==> src/rtl/dsss_pkg.sv <==
// ----------------------------------------------------------------------------
// dsss_pkg
// Shared types, mode codes and chip sequences for the DSSS chip spreader.
// ----------------------------------------------------------------------------
`default_nettype none

package dsss_pkg;

	localparam int unsigned BYTE_W  = 8;
	localparam int unsigned CHIP_W  = 32;
	localparam int unsigned COUNT_W = 6;
	localparam int unsigned MODE_W  = 2;
	localparam int unsigned IDX_W   = 3;

	// phy_mode register codes; the unused code runs as 32-chip O-QPSK
	localparam logic [MODE_W-1:0] PHY_MODE_BPSK   = 2'd0;
	localparam logic [MODE_W-1:0] PHY_MODE_SUBGHZ = 2'd1;
	localparam logic [MODE_W-1:0] PHY_MODE_WIDE   = 2'd2;
	localparam logic [MODE_W-1:0] PHY_MODE_RESET  = PHY_MODE_WIDE;

	localparam logic [COUNT_W-1:0] BPSK_CHIPS   = 6'd15;
	localparam logic [COUNT_W-1:0] SUBGHZ_CHIPS = 6'd16;
	localparam logic [COUNT_W-1:0] WIDE_CHIPS   = 6'd32;

	localparam logic [IDX_W-1:0] BPSK_LAST_IDX = 3'd7;
	localparam logic [IDX_W-1:0] OQPSK_LAST_IDX = 3'd1;

	localparam logic [CHIP_W-1:0] BPSK_SEQ0      = 32'h0000_09AF;
	localparam logic [CHIP_W-1:0] BPSK_SEQ1      = 32'h0000_7650;
	localparam logic [CHIP_W-1:0] WIDE_BASE      = 32'h744A_C39B;
	localparam logic [CHIP_W-1:0] WIDE_ODD_CHIPS = 32'hAAAA_AAAA;

	typedef enum logic [1:0] {
		KIND_BPSK   = 2'd0,
		KIND_SUBGHZ = 2'd1,
		KIND_WIDE   = 2'd2
	} kind_t;

	// one byte of work for the back end: BPSK carries the differentially
	// encoded bits, O-QPSK the raw byte
	typedef struct packed {
		kind_t             kind;
		logic [BYTE_W-1:0] syms;
	} entry_t;

	function automatic logic [CHIP_W-1:0] subghz_chips(input logic [3:0] sym);
		logic [CHIP_W-1:0] w;
		case (sym)
			4'd0:    w = 32'h0000_A47C;
			4'd1:    w = 32'h0000_91F2;
			4'd2:    w = 32'h0000_47CA;
			4'd3:    w = 32'h0000_1F29;
			4'd4:    w = 32'h0000_7CA4;
			4'd5:    w = 32'h0000_F291;
			4'd6:    w = 32'h0000_CA47;
			4'd7:    w = 32'h0000_291F;
			4'd8:    w = 32'h0000_0ED6;
			4'd9:    w = 32'h0000_3B58;
			4'd10:   w = 32'h0000_ED60;
			4'd11:   w = 32'h0000_B583;
			4'd12:   w = 32'h0000_D60E;
			4'd13:   w = 32'h0000_583B;
			4'd14:   w = 32'h0000_60ED;
			default: w = 32'h0000_83B5;
		endcase
		return w;
	endfunction

	// base rotated left by four chips per symbol, odd chips inverted above 7
	function automatic logic [CHIP_W-1:0] wide_chips(input logic [3:0] sym);
		logic [2*CHIP_W-1:0] dbl;
		logic [5:0]          hi;
		logic [CHIP_W-1:0]   w;
		dbl = {WIDE_BASE, WIDE_BASE};
		hi  = 6'd63 - {1'b0, sym[2:0], 2'b00};
		w   = dbl[hi -: CHIP_W];
		if (sym[3]) begin
			w = w ^ WIDE_ODD_CHIPS;
		end
		return w;
	endfunction

endpackage

`default_nettype wire

==> src/rtl/dsss_front.sv <==
// ----------------------------------------------------------------------------
// dsss_front
// Holds the mode register, classifies each byte and applies the BPSK
// differential encoding before handing the byte to the queue.
// ----------------------------------------------------------------------------
`default_nettype none

module dsss_front (
	input  wire logic                             clk,
	input  wire logic                             arst_n,
	input  wire logic                             cfg_valid,
	output logic                                  cfg_ready,
	input  wire logic [dsss_pkg::MODE_W-1:0]      cfg_data,
	input  wire logic                             in_valid,
	output logic                                  in_ready,
	input  wire logic [dsss_pkg::BYTE_W-1:0]      in_byte,
	input  wire logic                             in_frame_start,
	output logic                                  push_valid,
	input  wire logic                             push_ready,
	output dsss_pkg::entry_t                      push_data
);
	import dsss_pkg::*;

	logic [MODE_W-1:0] mode_q;
	logic              diff_q;
	logic              diff_base;
	logic [BYTE_W-1:0] enc;
	kind_t             kind;
	logic              accept;

	assign cfg_ready  = 1'b1;
	assign in_ready   = push_ready;
	assign push_valid = in_valid;
	assign accept     = in_valid && push_ready;

	always_comb begin
		case (mode_q)
			PHY_MODE_BPSK:   kind = KIND_BPSK;
			PHY_MODE_SUBGHZ: kind = KIND_SUBGHZ;
			default:         kind = KIND_WIDE;
		endcase
	end

	// running XOR over the byte, seeded by the carried differential bit or by zero at a frame start
	always_comb begin
		diff_base = in_frame_start ? 1'b0 : diff_q;
		enc[0]    = in_byte[0] ^ diff_base;
		for (int k = 1; k < BYTE_W; k++) begin
			enc[k] = in_byte[k] ^ enc[k-1];
		end
	end

	always_comb begin
		push_data.kind = kind;
		push_data.syms = (kind == KIND_BPSK) ? enc : in_byte;
	end

	always_ff @(posedge clk or negedge arst_n) begin
		if (!arst_n) begin
			mode_q <= PHY_MODE_RESET;
			diff_q <= 1'b0;
		end else begin
			if (cfg_valid) begin
				mode_q <= cfg_data;
			end
			if (accept) begin
				if (kind == KIND_BPSK) begin
					diff_q <= enc[BYTE_W-1];
				end else if (in_frame_start) begin
					diff_q <= 1'b0;
				end
			end
		end
	end

endmodule

`default_nettype wire

==> src/rtl/dsss_queue.sv <==
// ----------------------------------------------------------------------------
// dsss_queue
// Small register FIFO between the classifying front and the chip back end.
// ----------------------------------------------------------------------------
`default_nettype none

module dsss_queue #(
	parameter int unsigned DEPTH = 2
) (
	input  wire logic             clk,
	input  wire logic             arst_n,
	input  wire logic             wr_valid,
	output logic                  wr_ready,
	input  wire dsss_pkg::entry_t wr_data,
	output logic                  rd_valid,
	input  wire logic             rd_ready,
	output dsss_pkg::entry_t      rd_data
);
	import dsss_pkg::*;

	localparam int unsigned AW = (DEPTH > 1) ? $clog2(DEPTH) : 1;
	localparam int unsigned CW = $clog2(DEPTH + 1);
	localparam logic [AW-1:0] LAST_PTR = AW'(DEPTH - 1);
	localparam logic [CW-1:0] FULL_CNT = CW'(DEPTH);

	entry_t        mem_q [DEPTH];
	logic [AW-1:0] wr_ptr_q;
	logic [AW-1:0] rd_ptr_q;
	logic [CW-1:0] count_q;
	logic          do_wr;
	logic          do_rd;

	assign wr_ready = (count_q != FULL_CNT);
	assign rd_valid = (count_q != '0);
	assign rd_data  = mem_q[rd_ptr_q];
	assign do_wr    = wr_valid && wr_ready;
	assign do_rd    = rd_valid && rd_ready;

	always_ff @(posedge clk) begin
		if (do_wr) begin
			mem_q[wr_ptr_q] <= wr_data;
		end
	end

	always_ff @(posedge clk or negedge arst_n) begin
		if (!arst_n) begin
			wr_ptr_q <= '0;
			rd_ptr_q <= '0;
			count_q  <= '0;
		end else begin
			if (do_wr) begin
				wr_ptr_q <= (wr_ptr_q == LAST_PTR) ? '0 : wr_ptr_q + 1'b1;
			end
			if (do_rd) begin
				rd_ptr_q <= (rd_ptr_q == LAST_PTR) ? '0 : rd_ptr_q + 1'b1;
			end
			if (do_wr && !do_rd) begin
				count_q <= count_q + 1'b1;
			end else if (do_rd && !do_wr) begin
				count_q <= count_q - 1'b1;
			end
		end
	end

endmodule

`default_nettype wire

==> src/rtl/dsss_back.sv <==
// ----------------------------------------------------------------------------
// dsss_back
// Steps through the symbols of one queued byte and drives one chip word per
// symbol into the output register.
// ----------------------------------------------------------------------------
`default_nettype none

module dsss_back (
	input  wire logic                             clk,
	input  wire logic                             arst_n,
	input  wire logic                             pop_valid,
	output logic                                  pop_ready,
	input  wire dsss_pkg::entry_t                 pop_data,
	output logic                                  out_valid,
	input  wire logic                             out_ready,
	output logic [dsss_pkg::CHIP_W-1:0]           out_word,
	output logic [dsss_pkg::COUNT_W-1:0]          out_count,
	output logic                                  out_last
);
	import dsss_pkg::*;

	entry_t             cur_q;
	logic               cur_valid_q;
	logic [IDX_W-1:0]   idx_q;
	logic               out_valid_q;
	logic [CHIP_W-1:0]  out_word_q;
	logic [COUNT_W-1:0] out_count_q;
	logic               out_last_q;

	logic               adv;
	logic               last_sym;
	logic [3:0]         nib;
	logic [CHIP_W-1:0]  word;
	logic [COUNT_W-1:0] count;

	assign adv       = !out_valid_q || out_ready;
	assign last_sym  = (cur_q.kind == KIND_BPSK) ? (idx_q == BPSK_LAST_IDX)
	                                             : (idx_q == OQPSK_LAST_IDX);
	// take the next byte while the last symbol of this one goes out
	assign pop_ready = !cur_valid_q || (adv && last_sym);
	assign nib       = idx_q[0] ? cur_q.syms[7:4] : cur_q.syms[3:0];

	always_comb begin
		case (cur_q.kind)
			KIND_BPSK: begin
				word  = cur_q.syms[idx_q] ? BPSK_SEQ1 : BPSK_SEQ0;
				count = BPSK_CHIPS;
			end
			KIND_SUBGHZ: begin
				word  = subghz_chips(nib);
				count = SUBGHZ_CHIPS;
			end
			default: begin
				word  = wide_chips(nib);
				count = WIDE_CHIPS;
			end
		endcase
	end

	always_ff @(posedge clk) begin
		if (pop_ready && pop_valid) begin
			cur_q <= pop_data;
		end
		if (adv && cur_valid_q) begin
			out_word_q  <= word;
			out_count_q <= count;
			out_last_q  <= last_sym;
		end
	end

	always_ff @(posedge clk or negedge arst_n) begin
		if (!arst_n) begin
			cur_valid_q <= 1'b0;
			idx_q       <= '0;
			out_valid_q <= 1'b0;
		end else begin
			if (adv) begin
				out_valid_q <= cur_valid_q;
			end
			if (pop_ready) begin
				cur_valid_q <= pop_valid;
			end
			// a fresh byte restarts at its first symbol
			if (pop_ready && pop_valid) begin
				idx_q <= '0;
			end else if (adv && cur_valid_q) begin
				idx_q <= last_sym ? '0 : idx_q + 1'b1;
			end
		end
	end

	assign out_valid = out_valid_q;
	assign out_word  = out_word_q;
	assign out_count = out_count_q;
	assign out_last  = out_last_q;

endmodule

`default_nettype wire

==> src/rtl/dsss_symbol_to_chip_spreader.sv <==
// ----------------------------------------------------------------------------
// dsss_symbol_to_chip_spreader
// IEEE 802.15.4 DSSS spreader: frame bytes in, one chip word per symbol out.
// ----------------------------------------------------------------------------
//  channel   dir  payload                                        end
//  s_axis    in   tdata[7:0] data_byte, tuser[0] frame_start     tvalid/tready
//  m_axis    out  tdata[31:0] chip_word, [37:32] chip_count,     tvalid/tready
//                 tlast last_of_byte
//  cfg       in   cfg_data[1:0] phy_mode                         cfg_valid/ready
//
//  One symbol word leaves per cycle while m_axis_tready is high; the back
//  end's symbol counter steps eight symbols per BPSK byte, two per O-QPSK.
//  An accepted byte passes the queue, current-byte and output registers.
//  Reset sets phy_mode to 32-chip O-QPSK and clears the differential bit.
//  A stalled m_axis fills the output register, then the queue, then drops
//  s_axis_tready. phy_mode changes apply to bytes accepted after the write.
// ----------------------------------------------------------------------------
`default_nettype none

module dsss_symbol_to_chip_spreader #(
	parameter int unsigned QUEUE_DEPTH = 2
) (
	input  wire logic        clk,
	input  wire logic        arst_n,
	input  wire logic        cfg_valid,
	output logic             cfg_ready,
	input  wire logic [1:0]  cfg_data,       // phy_mode
	input  wire logic        s_axis_tvalid,
	output logic             s_axis_tready,
	input  wire logic [7:0]  s_axis_tdata,   // [7:0] data_byte
	input  wire logic [0:0]  s_axis_tuser,   // [0] frame_start
	output logic             m_axis_tvalid,
	input  wire logic        m_axis_tready,
	output logic [39:0]      m_axis_tdata,   // [31:0] chip_word, [37:32] chip_count
	output logic             m_axis_tlast    // last_of_byte
);
	import dsss_pkg::*;

	entry_t             push_data;
	entry_t             pop_data;
	logic               push_valid;
	logic               push_ready;
	logic               pop_valid;
	logic               pop_ready;
	logic [CHIP_W-1:0]  chip_word;
	logic [COUNT_W-1:0] chip_count;

	dsss_front u_front (
		.clk            (clk),
		.arst_n         (arst_n),
		.cfg_valid      (cfg_valid),
		.cfg_ready      (cfg_ready),
		.cfg_data       (cfg_data),
		.in_valid       (s_axis_tvalid),
		.in_ready       (s_axis_tready),
		.in_byte        (s_axis_tdata),
		.in_frame_start (s_axis_tuser[0]),
		.push_valid     (push_valid),
		.push_ready     (push_ready),
		.push_data      (push_data)
	);

	dsss_queue #(
		.DEPTH (QUEUE_DEPTH)
	) u_queue (
		.clk      (clk),
		.arst_n   (arst_n),
		.wr_valid (push_valid),
		.wr_ready (push_ready),
		.wr_data  (push_data),
		.rd_valid (pop_valid),
		.rd_ready (pop_ready),
		.rd_data  (pop_data)
	);

	dsss_back u_back (
		.clk       (clk),
		.arst_n    (arst_n),
		.pop_valid (pop_valid),
		.pop_ready (pop_ready),
		.pop_data  (pop_data),
		.out_valid (m_axis_tvalid),
		.out_ready (m_axis_tready),
		.out_word  (chip_word),
		.out_count (chip_count),
		.out_last  (m_axis_tlast)
	);

	assign m_axis_tdata = {2'b00, chip_count, chip_word};

endmodule

`default_nettype wire

==> config.mk <==
export PLATFORM = sky130hd
export DESIGN_NAME = dsss_symbol_to_chip_spreader
export DESIGN_NICKNAME = d
export VERILOG_FILES = /design/src/rtl/dsss_pkg.sv /design/src/rtl/dsss_front.sv /design/src/rtl/dsss_queue.sv /design/src/rtl/dsss_back.sv /design/src/rtl/dsss_symbol_to_chip_spreader.sv
export SDC_FILE = /design/constraint.sdc
export NUM_CORES = 1
export LEC_CHECK = 0
export ABC_AREA = 1
export BUFFER_PORTS_ARGS = -buffer_cell sky130_fd_sc_hd__buf_4
export CAP_MARGIN = 0
export CORE_MARGIN = 2
export CORE_UTILIZATION = 45
export DETAILED_ROUTE_END_ITERATION = 8
export HOLD_SLACK_MARGIN = 0.05
export PLACE_DENSITY_LB_ADDON = 0.2
export SYNTH_ARGS = -nofsm -noshare
export SYNTH_HDL_FRONTEND = slang
export SYNTH_HIERARCHICAL = 1
export SYNTH_SLANG_ARGS = --single-unit
==> constraint.sdc <==
create_clock -name clk -period 5.6 [get_ports clk]
set_input_delay 0.56 -clock clk [delete_from_list [all_inputs] [get_ports clk]]
set_output_delay 0.56 -clock clk [all_outputs]
set_load 0.005 [all_outputs]
==> impl_metrics.json <==
{
  "crit_fanout": 13,
  "setup_ws_ns": 3.418,
  "place_ws_ns": 3.407,
  "htree_levels": 3,
  "first_pass_iters": 4,
  "synth-edff-count": 66,
  "dp_cells": 573,
  "maxCapViolCount": 0,
  "top_layer_used": "met4",
  "fin_skew_ns": 0.01105,
  "fin_crit_ns": 2.182,
  "crit_arrival_ns": 2.27,
  "cts_resized": 0,
  "core_um2": 8806,
  "n_antenna_cell": 0,
  "hold_ws_ns": 0.4310,
  "grt_max_degree": 39,
  "cts_tree": "done",
  "grt_pass1_wl_um": 13540,
  "reg2reg_from": "u_back/idx_q[0]",
  "yosysUniqueCellTypes": 38,
  "ys.warnings.count": 6,
  "syn_area_per_cell_um2": 9.614,
  "fmax_mhz": 458.3,
  "remaining_drc_errors": 0,
  "p_leak_uw": 0.002155,
  "grt_pass1_vias": 2937,
  "syn_inst": 430,
  "cts.sinks": 78,
  "cts_root_buf": "clkbuf_8",
  "io_buffers": 56,
  "antenna_found_initial": 0,
  "synth_top_family_by_area": "simple AND/OR/NAND/NOR gates",
  "yosys.area_share.simple": 0.2884,
  "met3_length_um": 357,
  "area_growth_pct": 14.62,
  "wl_met2_um": 3904,
  "status": "finished, final reports clean",
  "rrSetupSlack_ns": 3.42,
  "dpl.hpwl_um": 5772,
  "finalSetupTns_ns": 0,
  "drive_gt1_frac": 0.2324,
  "drt_iter0_markers": 173,
  "die_w_um": 99.85,
  "synthMuxAreaShare": 0.002724,
  "irDropWorstVdd_mv": 0.2166,
  "ys_seq_area_frac": 0.5524,
  "io_pins": 60,
  "gr-total-overflow": 0,
  "r2r_cells": 9,
  "synth_compound_area_frac": 0.03814,
  "syn-cell-area_um2": 4134,
  "whs_path_depth": 3,
  "wl_per_cell_um": 13.17,
  "final_antenna_net_count": 0,
  "clock_latency_ns": 0.34,
  "drt-met1-wl_um": 3322,
  "hold_viol_final": 0,
  "via_per_inst": 5.010,
  "finalSetupViolCount": 0,
  "path_class": "flop to flop",
  "rsz0062_at_grt": "false",
  "endpoint": "u_back/out_word[11]",
  "dieHeight_um": 99.85,
  "reg2reg_to": "u_back/out_word[11]",
  "cts_buffers": 9,
  "synth_fa_ha_area_frac": 0.02421,
  "crit_path_end_kind": "flop",
  "hp-class": "input pin to flop",
  "num_rows": 34,
  "start_util": 0.4695,
  "synthXorXnorAreaFrac": 0.02270,
  "finalCritPeriodShare": 0.3897,
  "powerDensity_nw_per_um2": 589.7,
  "layout.nets": 501,
  "gp_congestion": 0.8769,
  "required_ns": 5.69,
  "start_kind": "flop",
  "routed_wirelength_um": 7770,
  "die-area_um2": 9969,
  "clock_path_buffers": 2,
  "vias": 2956,
  "grt_use_total": 0.1703,
  "final_cell_count_no_fill": 590,
  "tightest_slew_ns": 0.9988,
  "relSlewSlack": 0.3325,
  "synthFlopType": "edfxtp_1",
  "critPathLaunch": "u_back/idx_q[0]",
  "slew_viol_final": 0,
  "async_reset_ff_frac": 0.1538,
  "ys_seq_elements": 78,
  "path_clk_slew_ns": 0.08
}
-- cell usage after synthesis, drive strengths merged, types with 2 or more instances --
cell	count	share of area
edfxtp	66	0.48
nor2	30	0.035
o211ai	3	0.0054
nor3	2	0.0024
conb	2	0.0018
nand3	79	0.10
a21oi	10	0.013
nand2	134	0.14
buf	18	0.035
o21ai	12	0.015
nand4	2	0.0030
ha	8	0.024
dfrtp	11	0.067
clkbuf	4	0.0036
xnor2	6	0.015
inv	33	0.031
or2	2	0.0030
xor2	3	0.0082
-- cells in the final DEF (no fill, tap or decap), types with 8 or more instances in the layout --
cell and n:
ha_1 8, a21oi_1 9, inv_1 27, clkbuf_8 11
nand3_1 75, nor2_1 24, nand2_4 8, nand2_1 115
nand2_2 11, buf_4 56, edfxtp_1 66, o21ai_0 9
dfrtp_1 11
-- repair_timing --
| item | in CTS | in global routing |
|---|---|---|
| hold buffers | 1 | 0 |
| hold endpoints to repair | 11 | 0 |
| buffers inserted | 0 | 0 |
-- per-stage QoR --
stage / instance area, um2 / power [uW] / utilization
after detailed placement: 4542 / 2431 / 0.5158
after global placement: 4542 / 2416 / 0.5158
after floorplan: 4138 / 2042 / -
after global routing: 4738 / 3047 / 0.5381
final: 4738 / 2794 / 0.5381
after CTS: 4738 / 2818 / 0.5381
-- final cells by class --
cell class	count	area, um2
Multi-Input combinational cell	298	1574
Clock inverter	4	31.28
Timing Repair Buffer	57	430.4
Sequential cell	78	2283
Clock buffer	12	155.1
Fill cell	775	4068
Inverter	33	128.9
Tap cell	108	135.1
-- layer usage --
layer	track usage	up-vias
met5	0	-
met3	0.03064	14
met2	0.2916	85
li1	-	1524
met4	0.08114	0
met1	0.2093	1333
-- flip-flops by register name, indices dropped and copies added, names as in the netlist, 2 cells and up --
| signal | cells |
|---|---|
| u_back/cur_q | 10 |
| u_back/idx_q | 3 |
| u_back/out_count | 3 |
| u_back/out_word | 32 |
| u_front/mode_q | 2 |
| u_queue/count_q | 2 |
| u_queue/mem_q | 20 |
-- worst min path at each step --
| stage | startpoint | to |
|---|---|---|
| floorplan | arst_n | u_back/cur_valid_q |
| global placement | arst_n | u_front/diff_q |
| detailed placement | arst_n | u_front/diff_q |
| CTS | cfg_data[0] | u_front/mode_q[0] |
| global route | cfg_data[1] | u_front/mode_q[1] |
| finish | cfg_data[0] | u_front/mode_q[0] |
-- power breakdown --
part | internal (uW) | leakage [uW] | switching (uW)
logic | 507 | 0.00129 | 830
registers | 951 | 0.000778 | 125
clock network | 186 | 0.0000848 | 196
total | 1640 | 0.00215 | 1150
-- worst max-delay path, stage by stage (launching register included) --
cell and delay (ns):
dfrtp_1 0.63, inv_2 0.15, nand2_1 0.13, nand2_4 0.09, inv_2 0.15, ha_1 0.28, nand3_1 0.18, nand3_1 0.13
nand3_1 0.10, nand3_1 0.10
-- logic make-up (layout without fill, tap and decap cells) --
logic type / Yosys count / in the layout
adders and majority gates: 8 / 8
muxes: 1 / 1
other: 2 / 3
buffers and inverters: 55 / 106
AOI/OAI and AO/OA: 27 / 27
and+or+nand+nor: 250 / 250
xor gates and xnor gates: 9 / 9
DFF: 78 / 78
Power figures use the tool's default switching activity.
